### src/sv/ert_pkg.sv
// shared types and constants for the euler rotate-translate block
// no dependencies; used by every module of the block by scoped name
package ert_pkg;

  localparam int COORD_WIDTH  = 32;
  localparam int FRAC_BITS    = 16;
  localparam int ANGLE_WIDTH  = 19;
  localparam int QW           = 32;   // matrix entry word, Q.30
  localparam int QFRAC        = 30;
  localparam int ZW           = 34;   // cordic working width
  localparam int CORDIC_STEPS = 30;
  localparam int STEP_W       = $clog2(CORDIC_STEPS);
  localparam int CFG_IDX_W    = 3;
  localparam int CFG_DATA_W   = 32;

  localparam logic [CFG_IDX_W-1:0] REG_YAW     = 3'd0;
  localparam logic [CFG_IDX_W-1:0] REG_PITCH   = 3'd1;
  localparam logic [CFG_IDX_W-1:0] REG_ROLL    = 3'd2;
  localparam logic [CFG_IDX_W-1:0] REG_SHIFT_X = 3'd3;
  localparam logic [CFG_IDX_W-1:0] REG_SHIFT_Y = 3'd4;
  localparam logic [CFG_IDX_W-1:0] REG_SHIFT_Z = 3'd5;

  localparam logic signed [ZW-1:0] PI_Q30      = 34'sd3373259426;
  localparam logic signed [ZW-1:0] HALF_PI_Q30 = 34'sd1686629713;
  localparam logic signed [ZW-1:0] CORDIC_GAIN = 34'sd652032874;
  localparam logic signed [ANGLE_WIDTH-1:0] ANGLE_LIM =
    ANGLE_WIDTH'(PI_Q30 >>> (QFRAC - FRAC_BITS));
  localparam logic signed [63:0] HALF_Q30 = 64'sd536870912;

  typedef struct packed {
    logic signed [COORD_WIDTH-1:0] in_x;
    logic signed [COORD_WIDTH-1:0] in_y;
    logic signed [COORD_WIDTH-1:0] in_z;
  } in_t;

  typedef struct packed {
    logic signed [COORD_WIDTH-1:0] out_x;
    logic signed [COORD_WIDTH-1:0] out_y;
    logic signed [COORD_WIDTH-1:0] out_z;
  } out_t;

  typedef logic [2:0][ANGLE_WIDTH-1:0] ang_vec_t;
  typedef logic [2:0][COORD_WIDTH-1:0] shift_vec_t;
  typedef logic [8:0][QW-1:0]          mat_t;     // row-major, Q.30

  function automatic logic signed [ZW-1:0] atan_q30(input logic [STEP_W-1:0] i);
    logic signed [ZW-1:0] v;
    case (i)
      5'd0:    v = 34'sd843314857;
      5'd1:    v = 34'sd497837829;
      5'd2:    v = 34'sd263043837;
      5'd3:    v = 34'sd133525159;
      5'd4:    v = 34'sd67021687;
      5'd5:    v = 34'sd33543516;
      5'd6:    v = 34'sd16775851;
      5'd7:    v = 34'sd8388437;
      5'd8:    v = 34'sd4194283;
      5'd9:    v = 34'sd2097149;
      default: v = ZW'(64'sd1 <<< (QFRAC - int'(i)));
    endcase
    return v;
  endfunction

endpackage

### src/sv/ert_cordic.sv
// iterative rotation-mode cordic giving sine and cosine in Q.30
// depends on ert_pkg
module ert_cordic (
  input  logic                                 clk,
  input  logic                                 rst_n,
  input  logic                                 start,
  input  logic signed [ert_pkg::ANGLE_WIDTH-1:0] angle,
  output logic                                 done,
  output logic signed [ert_pkg::QW-1:0]        sin_q,
  output logic signed [ert_pkg::QW-1:0]        cos_q
);

  logic signed [ert_pkg::ZW-1:0] x_r, y_r, z_r;
  logic signed [ert_pkg::ZW-1:0] x_nxt, y_nxt, z_nxt;
  logic [ert_pkg::STEP_W-1:0]    step_r;
  logic                          busy_r, done_r, neg_r;
  logic signed [ert_pkg::ANGLE_WIDTH-1:0] a_cl;
  logic signed [ert_pkg::ZW-1:0] z_in;

  // clamp to +-pi and scale to q.30; the fold into +-pi/2 is done when start loads z_r
  always_comb begin
    a_cl = angle;
    if (angle > ert_pkg::ANGLE_LIM) a_cl = ert_pkg::ANGLE_LIM;
    if (angle < -ert_pkg::ANGLE_LIM) a_cl = -ert_pkg::ANGLE_LIM;
    z_in = ert_pkg::ZW'(a_cl) <<< (ert_pkg::QFRAC - ert_pkg::FRAC_BITS);
  end

  always_comb begin
    if (z_r >= 0) begin
      x_nxt = x_r - (y_r >>> step_r);
      y_nxt = y_r + (x_r >>> step_r);
      z_nxt = z_r - ert_pkg::atan_q30(step_r);
    end else begin
      x_nxt = x_r + (y_r >>> step_r);
      y_nxt = y_r - (x_r >>> step_r);
      z_nxt = z_r + ert_pkg::atan_q30(step_r);
    end
  end

  always_ff @(posedge clk) begin
    if (!rst_n) begin
      busy_r <= 1'b0;
      done_r <= 1'b0;
      step_r <= '0;
    end else begin
      done_r <= 1'b0;
      if (start) begin
        busy_r <= 1'b1;
        step_r <= '0;
      end else if (busy_r) begin
        step_r <= step_r + 1'b1;
        if (step_r == ert_pkg::STEP_W'(ert_pkg::CORDIC_STEPS - 1)) begin
          busy_r <= 1'b0;
          done_r <= 1'b1;
        end
      end
    end
  end

  always_ff @(posedge clk) begin
    if (start) begin
      x_r <= ert_pkg::CORDIC_GAIN;
      y_r <= '0;
      if (z_in > ert_pkg::HALF_PI_Q30) begin
        z_r   <= z_in - ert_pkg::PI_Q30;
        neg_r <= 1'b1;
      end else if (z_in < -ert_pkg::HALF_PI_Q30) begin
        z_r   <= z_in + ert_pkg::PI_Q30;
        neg_r <= 1'b1;
      end else begin
        z_r   <= z_in;
        neg_r <= 1'b0;
      end
    end else if (busy_r) begin
      x_r <= x_nxt;
      y_r <= y_nxt;
      z_r <= z_nxt;
    end
  end

  assign done  = done_r;
  assign cos_q = neg_r ? -x_r[ert_pkg::QW-1:0] : x_r[ert_pkg::QW-1:0];
  assign sin_q = neg_r ? -y_r[ert_pkg::QW-1:0] : y_r[ert_pkg::QW-1:0];

endmodule

### src/sv/ert_matrix.sv
// builds the z-y-x rotation matrix from the three angles, one multiply at a time
// depends on ert_pkg and ert_cordic
module ert_matrix (
  input  logic              clk,
  input  logic              rst_n,
  input  logic              ang_wr,
  input  ert_pkg::ang_vec_t ang,
  output ert_pkg::mat_t     mat,
  output logic              mat_ok
);

  localparam logic [1:0] ST_IDLE  = 2'd0;
  localparam logic [1:0] ST_START = 2'd1;
  localparam logic [1:0] ST_WAIT  = 2'd2;
  localparam logic [1:0] ST_MUL   = 2'd3;
  localparam logic [3:0] LAST_OP  = 4'd13;

  logic [1:0] state_r;
  logic [1:0] idx_r;
  logic [3:0] op_r;
  logic       ph_r;
  logic       cd_done;
  logic signed [ert_pkg::QW-1:0] cd_sin, cd_cos;
  logic signed [ert_pkg::QW-1:0] s_r [3];
  logic signed [ert_pkg::QW-1:0] c_r [3];
  logic signed [ert_pkg::QW-1:0] spst_r, cpst_r, t_r;
  logic signed [ert_pkg::QW-1:0] op_a, op_b, rnd;
  logic signed [63:0]            prod_r, rsum;
  ert_pkg::mat_t                 mat_r;

  ert_cordic u_cordic (
    .clk   (clk),
    .rst_n (rst_n),
    .start (state_r == ST_START),
    .angle (ang[idx_r]),
    .done  (cd_done),
    .sin_q (cd_sin),
    .cos_q (cd_cos)
  );

  // index 0 yaw (f), 1 pitch (t), 2 roll (p)
  always_comb begin
    case (op_r)
      4'd0:    begin op_a = s_r[2]; op_b = s_r[1]; end
      4'd1:    begin op_a = c_r[2]; op_b = s_r[1]; end
      4'd2:    begin op_a = c_r[1]; op_b = c_r[0]; end
      4'd3:    begin op_a = c_r[1]; op_b = s_r[0]; end
      4'd4:    begin op_a = c_r[1]; op_b = s_r[2]; end
      4'd5:    begin op_a = c_r[1]; op_b = c_r[2]; end
      4'd6:    begin op_a = spst_r; op_b = c_r[0]; end
      4'd7:    begin op_a = c_r[2]; op_b = s_r[0]; end
      4'd8:    begin op_a = spst_r; op_b = s_r[0]; end
      4'd9:    begin op_a = c_r[2]; op_b = c_r[0]; end
      4'd10:   begin op_a = cpst_r; op_b = c_r[0]; end
      4'd11:   begin op_a = s_r[2]; op_b = s_r[0]; end
      4'd12:   begin op_a = cpst_r; op_b = s_r[0]; end
      default: begin op_a = s_r[2]; op_b = c_r[0]; end
    endcase
    rsum = (prod_r + ert_pkg::HALF_Q30) >>> ert_pkg::QFRAC;
    rnd  = rsum[ert_pkg::QW-1:0];
  end

  always_ff @(posedge clk) begin
    if (!rst_n) begin
      state_r <= ST_START;
      idx_r   <= '0;
      op_r    <= '0;
      ph_r    <= 1'b0;
    end else if (ang_wr) begin
      state_r <= ST_START;
      idx_r   <= '0;
    end else begin
      unique case (state_r)
        ST_START: state_r <= ST_WAIT;
        ST_WAIT: begin
          if (cd_done) begin
            if (idx_r == 2'd2) begin
              state_r <= ST_MUL;
              op_r    <= '0;
              ph_r    <= 1'b0;
            end else begin
              idx_r   <= idx_r + 1'b1;
              state_r <= ST_START;
            end
          end
        end
        ST_MUL: begin
          ph_r <= ~ph_r;
          if (ph_r) begin
            op_r <= op_r + 1'b1;
            if (op_r == LAST_OP) state_r <= ST_IDLE;
          end
        end
        default: state_r <= ST_IDLE;
      endcase
    end
  end

  always_ff @(posedge clk) begin
    if (state_r == ST_WAIT && cd_done) begin
      s_r[idx_r] <= cd_sin;
      c_r[idx_r] <= cd_cos;
    end
    if (state_r == ST_MUL) begin
      if (!ph_r) begin
        prod_r <= op_a * op_b;
        mat_r[2] <= -s_r[1];
      end else begin
        case (op_r)
          4'd0:  spst_r   <= rnd;
          4'd1:  cpst_r   <= rnd;
          4'd2:  mat_r[0] <= rnd;
          4'd3:  mat_r[1] <= rnd;
          4'd4:  mat_r[5] <= rnd;
          4'd5:  mat_r[8] <= rnd;
          4'd7:  mat_r[3] <= t_r - rnd;
          4'd9:  mat_r[4] <= t_r + rnd;
          4'd11: mat_r[6] <= t_r + rnd;
          4'd13: mat_r[7] <= t_r - rnd;
          default: t_r <= rnd;
        endcase
      end
    end
  end

  assign mat    = mat_r;
  assign mat_ok = (state_r == ST_IDLE);

endmodule

### config.mk
export PLATFORM = sky130hd
export DESIGN_NAME = ert_matrix
export DESIGN_NICKNAME = d
export VERILOG_FILES = /design/src/sv/ert_pkg.sv /design/src/sv/ert_cordic.sv /design/src/sv/ert_matrix.sv
export SDC_FILE = /design/constraint.sdc
export NUM_CORES = 2
export LEC_CHECK = 0
export BUFFER_PORTS_ARGS = -buffer_cell sky130_fd_sc_hd__buf_2
export CAP_MARGIN = 5
export CORE_MARGIN = 5
export CORE_UTILIZATION = 30
export DETAILED_ROUTE_END_ITERATION = 6
export HOLD_SLACK_MARGIN = 0.12
export SYNTH_ARGS = -nofsm -noshare
export SYNTH_HDL_FRONTEND = slang
export SYNTH_SLANG_ARGS = --single-unit
### constraint.sdc
create_clock -name clk -period 13.96 [get_ports clk]
set_input_delay 4.188 -clock clk [delete_from_list [all_inputs] [get_ports clk]]
set_output_delay 4.188 -clock clk [all_outputs]
set_load 0.02 [all_outputs]
==> run_results.csv <==
group,metric,value,unit
clocking,cts_resized,0,
synthesis,synth_cell_types,98,
flow_run,cap_violations,0,
global_routing,antenna_found_initial,12,
critical_path,critical_path.slowest_cell,"fa_1",
finish,fin_area,86300,sq um
global_routing,grt_max_degree,71,
clocking,cts_buffers,74,
die,rows,187,
synthesis,synth_area,78000,sq um
critical_path,path_max_fanout,20,
timing,finalHoldViolations,0,
route,ant_nets,0,
timing,timing.final.crit_share,83.8,%
global_routing,grt_pass1_vias,62000,
clocking,cts-root-buf,"clkbuf_16",
placed_design,pre_cts_ws,2460,ps
synthesis,syn_avg_cell_area,9.96,sq um
clocking,clock_latency,680,ps
finish,final_nets,9475,
run_status,violations,"design-rule violations",
timing,final_max_slew_viol_count,0,
clocking,clock_tree.buffer_depth,3,
critical_path,critical_path_class,"flip-flop to flip-flop",
route,routed_wl,268000,um
clocking,cts.sinks,728,
die,core_area,259000,sq um
placed_design,dp_hpwl,207000,um
clocking,path_clk_slew,70,ps
die,fp.dieW,520,um
timing,setup_tns,0,ps
critical_path,crit_required,14380,ps
critical_path,reg2reg_to,"prod_r[59]",
die,chipHeight,520,um
finish,finalNonFillerCells,11500,
die,start_util,30.1,%
die,dieArea,270000,sq um
route,wl_per_cell,23.4,um
synthesis,ys_seq_elements,728,
die,io_pins,349,
timing,setup_viol,0,
clocking,hold_buffers,0,
min_path,holdCritPathClass,"flip-flop to flip-flop",
placed_design,place.gp.congestion,0.976,
critical_path,endpoint_kind,"flip-flop",
route,vias_per_cell,5.28,
timing,worst_pin_slew,1280,ps
timing,max_freq,85.5,MHz
timing,worst_slack,2260,ps
critical_path,reg2reg_depth,26,
timing,rsz0062_at_grt,"no",
clocking,cts_tree,"yes",
route,vias,60500,
pwr,powerDensity,98.2,nW/um^2
finish,area_delta_synth_final,10.6,%
global_routing,grtUsageTotal,19.3,%
pwr,leakagePower,36.4,nW
global_routing,grt_pass1_wl,400000,um
synthesis,ys_warn_count,0,
critical_path,r2r_setup_slack,2260,ps
clocking,cts_max_level,3,
critical_path,start_kind,"flip-flop",
synthesis,postSynth.asyncResetShare,0,%
synthesis,synth.yosys.seq_area_share,27.0,%
timing,slew_headroom,14.6,%
placed_design,place_inst,11300,
critical_path,timing.critical_path.mode_cell,"fa_1",
timing,fin_worst_skew,39.2,ps
run_status,outcome,"complete, but fails checks",
route,drc,22,
finish,layout-drive-gt1-share,11.1,%
global_routing,grt_overflow,0,
timing,fin_crit,11700,ps
clocking,cts_setup_buffers,0,
placed_design,io_buffers,348,
synthesis,synth_enable_flop_cells,644,
synthesis,syn_nets,9316,
critical_path,startpoint,"op_r[2]",
placed_design,placed_cell_area,83800,sq um
critical_path,crit_arrival,12120,ps
finish,fillers,26400,
critical_path,r2r_start,"op_r[2]",
critical_path,crit_path_end,"prod_r[59]",
route,drt_pre_antenna_iters,7,
pwr,peakVddDrop,88.9,uV
synthesis,synthFlopType,"edfxtp_1",
route,drt_iter0_drc,6485,
critical_path,critical-path-max-stage-delay,1190,ps
synthesis,synth_cells,7827,
==> cell usage in the layout, fill, tap and decap left out, types with 15 or more instances in the layout <==
cell	count
xor2_1	118
xnor2_1	293
clkbuf_16	75
fa_1	1066
edfxtp_1	644
a21o_1	90
nor4_1	18
mux2i_1	95
a211oi_1	27
nand3_1	117
o21ai_2	15
nand2b_1	74
buf_2	348
nand4_1	32
or4_1	16
inv_1	1057
mux2_2	51
or3_1	51
nor3_1	59
nor2b_1	37
o21ai_0	276
o2bb2ai_1	21
nand2_1	868
mux4_2	87
or2_2	23
o31ai_1	42
and2_1	49
nor2_1	841
a31oi_1	41
buf_4	176
o41ai_1	18
ha_1	362
and3_1	66
dfxtp_1	78
a21oi_1	266
o21bai_1	35
o21a_1	60
a222oi_1	61
o211ai_1	33
==> per-stage QoR <==
| stage | util [%] | hold slack [ps] | total power [mW] |
|---|---|---|---|
| after floorplan | - | 476 | 5.49 |
| after global placement | 32.3 | 507 | 6.29 |
| after detailed placement | 32.3 | 521 | 6.37 |
| after CTS | 33.3 | 529 | 8.47 |
| after global routing | 33.3 | 564 | 8.97 |
| final | 33.3 | 524 | 8.47 |
==> metal layers <==
| layer | share of wire [%] | global-route usage, % |
|---|---|---|
| met3 | 8.7 | 3.75 |
| met2 | 46 | 31.4 |
| met1 | 40 | 25.4 |
| met4 | 4.7 | 7.79 |
| met5 | 0 | 0 |
==> report_power, final <==
part | internal [mW] | switching [mW] | leakage, nW
clock | 1.14 | 0.933 | 1.20
sequential | 2.59 | 0.263 | 6.55
combinational | 1.50 | 2.05 | 28.7
total | 5.23 | 3.24 | 36.4
==> sequential cells by signal (all words and copies together), names as in the netlist <==
name	count
t_r	32
mat	288
u_cordic.busy_r	1
u_cordic.x_r	34
c_r	96
u_cordic.z_r	34
u_cordic.neg_r	1
idx_r	2
op_r	4
ph_r	1
state_r	2
spst_r	32
prod_r	33
s_r	96
u_cordic.step_r	5
u_cordic.done	1
u_cordic.y_r	34
cpst_r	32
==> kinds of logic after synthesis <==
family,Yosys count,synth area share (%)
xor+xnor,412,4.63
simple gates,2330,13.1
mux,236,4.55
compound gates,1190,10.2
flops,728,27.0
buf+inv,1502,7.41
fa+ha+maj,1429,33.2
==> cells in the mapped netlist (61+ instances only) <==
library cell  instances  area, sq um
a222oi_1             61          611
xor2_1              119         1040
edfxtp_1            644        19300
and3_1               73          457
ha_1                363         4540
a21o_1               90          676
xnor2_1             293         2570
inv_1              1059         3980
nor2_1              846         3180
fa_1               1066        21300
nand2b_1             74          463
clkbuf_1            359         1350
dfxtp_1              84         1680
mux4_2               87         1960
o21ai_0             283         1420
nand2_1             868         3260
a21oi_1             267         1340
mux2i_1              95          951
nand3_1             118          591
==> worst min-delay path by stage <==
stage                   end  cells after the start      start  slack, ps
floorplan           mat[64]                      0  s_r[1][0]        480
global placement    op_r[1]                      2    op_r[1]        510
detailed placement  op_r[1]                      2    op_r[1]        520
CTS                 op_r[1]                      2    op_r[1]        530
global route        op_r[1]                      2    op_r[1]        560
finish              op_r[1]                      2    op_r[1]        520
==> critical path, delay by kind of cell (launching register included) <==
family	cells	cell delay (ps)
adders and majority gates	9	5370
buffers and inverters	6	1120
AOI/OAI and AO/OA	5	2060
xor gates and xnor gates	1	110
DFF	1	800
and+or+nand+nor	5	1910
==> cell type report <==
type | count | area (sq um) | share of cell area, %
multi-input combinational | 5597 | 51400 | 59.6
sequential | 728 | 21000 | 24.4
tap | 3402 | 4260 | 4.93
inverter | 1060 | 3980 | 4.61
timing repair buffer | 525 | 3080 | 3.57
clock buffer | 87 | 1950 | 2.26
clock inverter | 48 | 541 | 0.626
antenna | 8 | 20.0 | 0.0232
No activity file was read; power rests on OpenSTA's default activity.
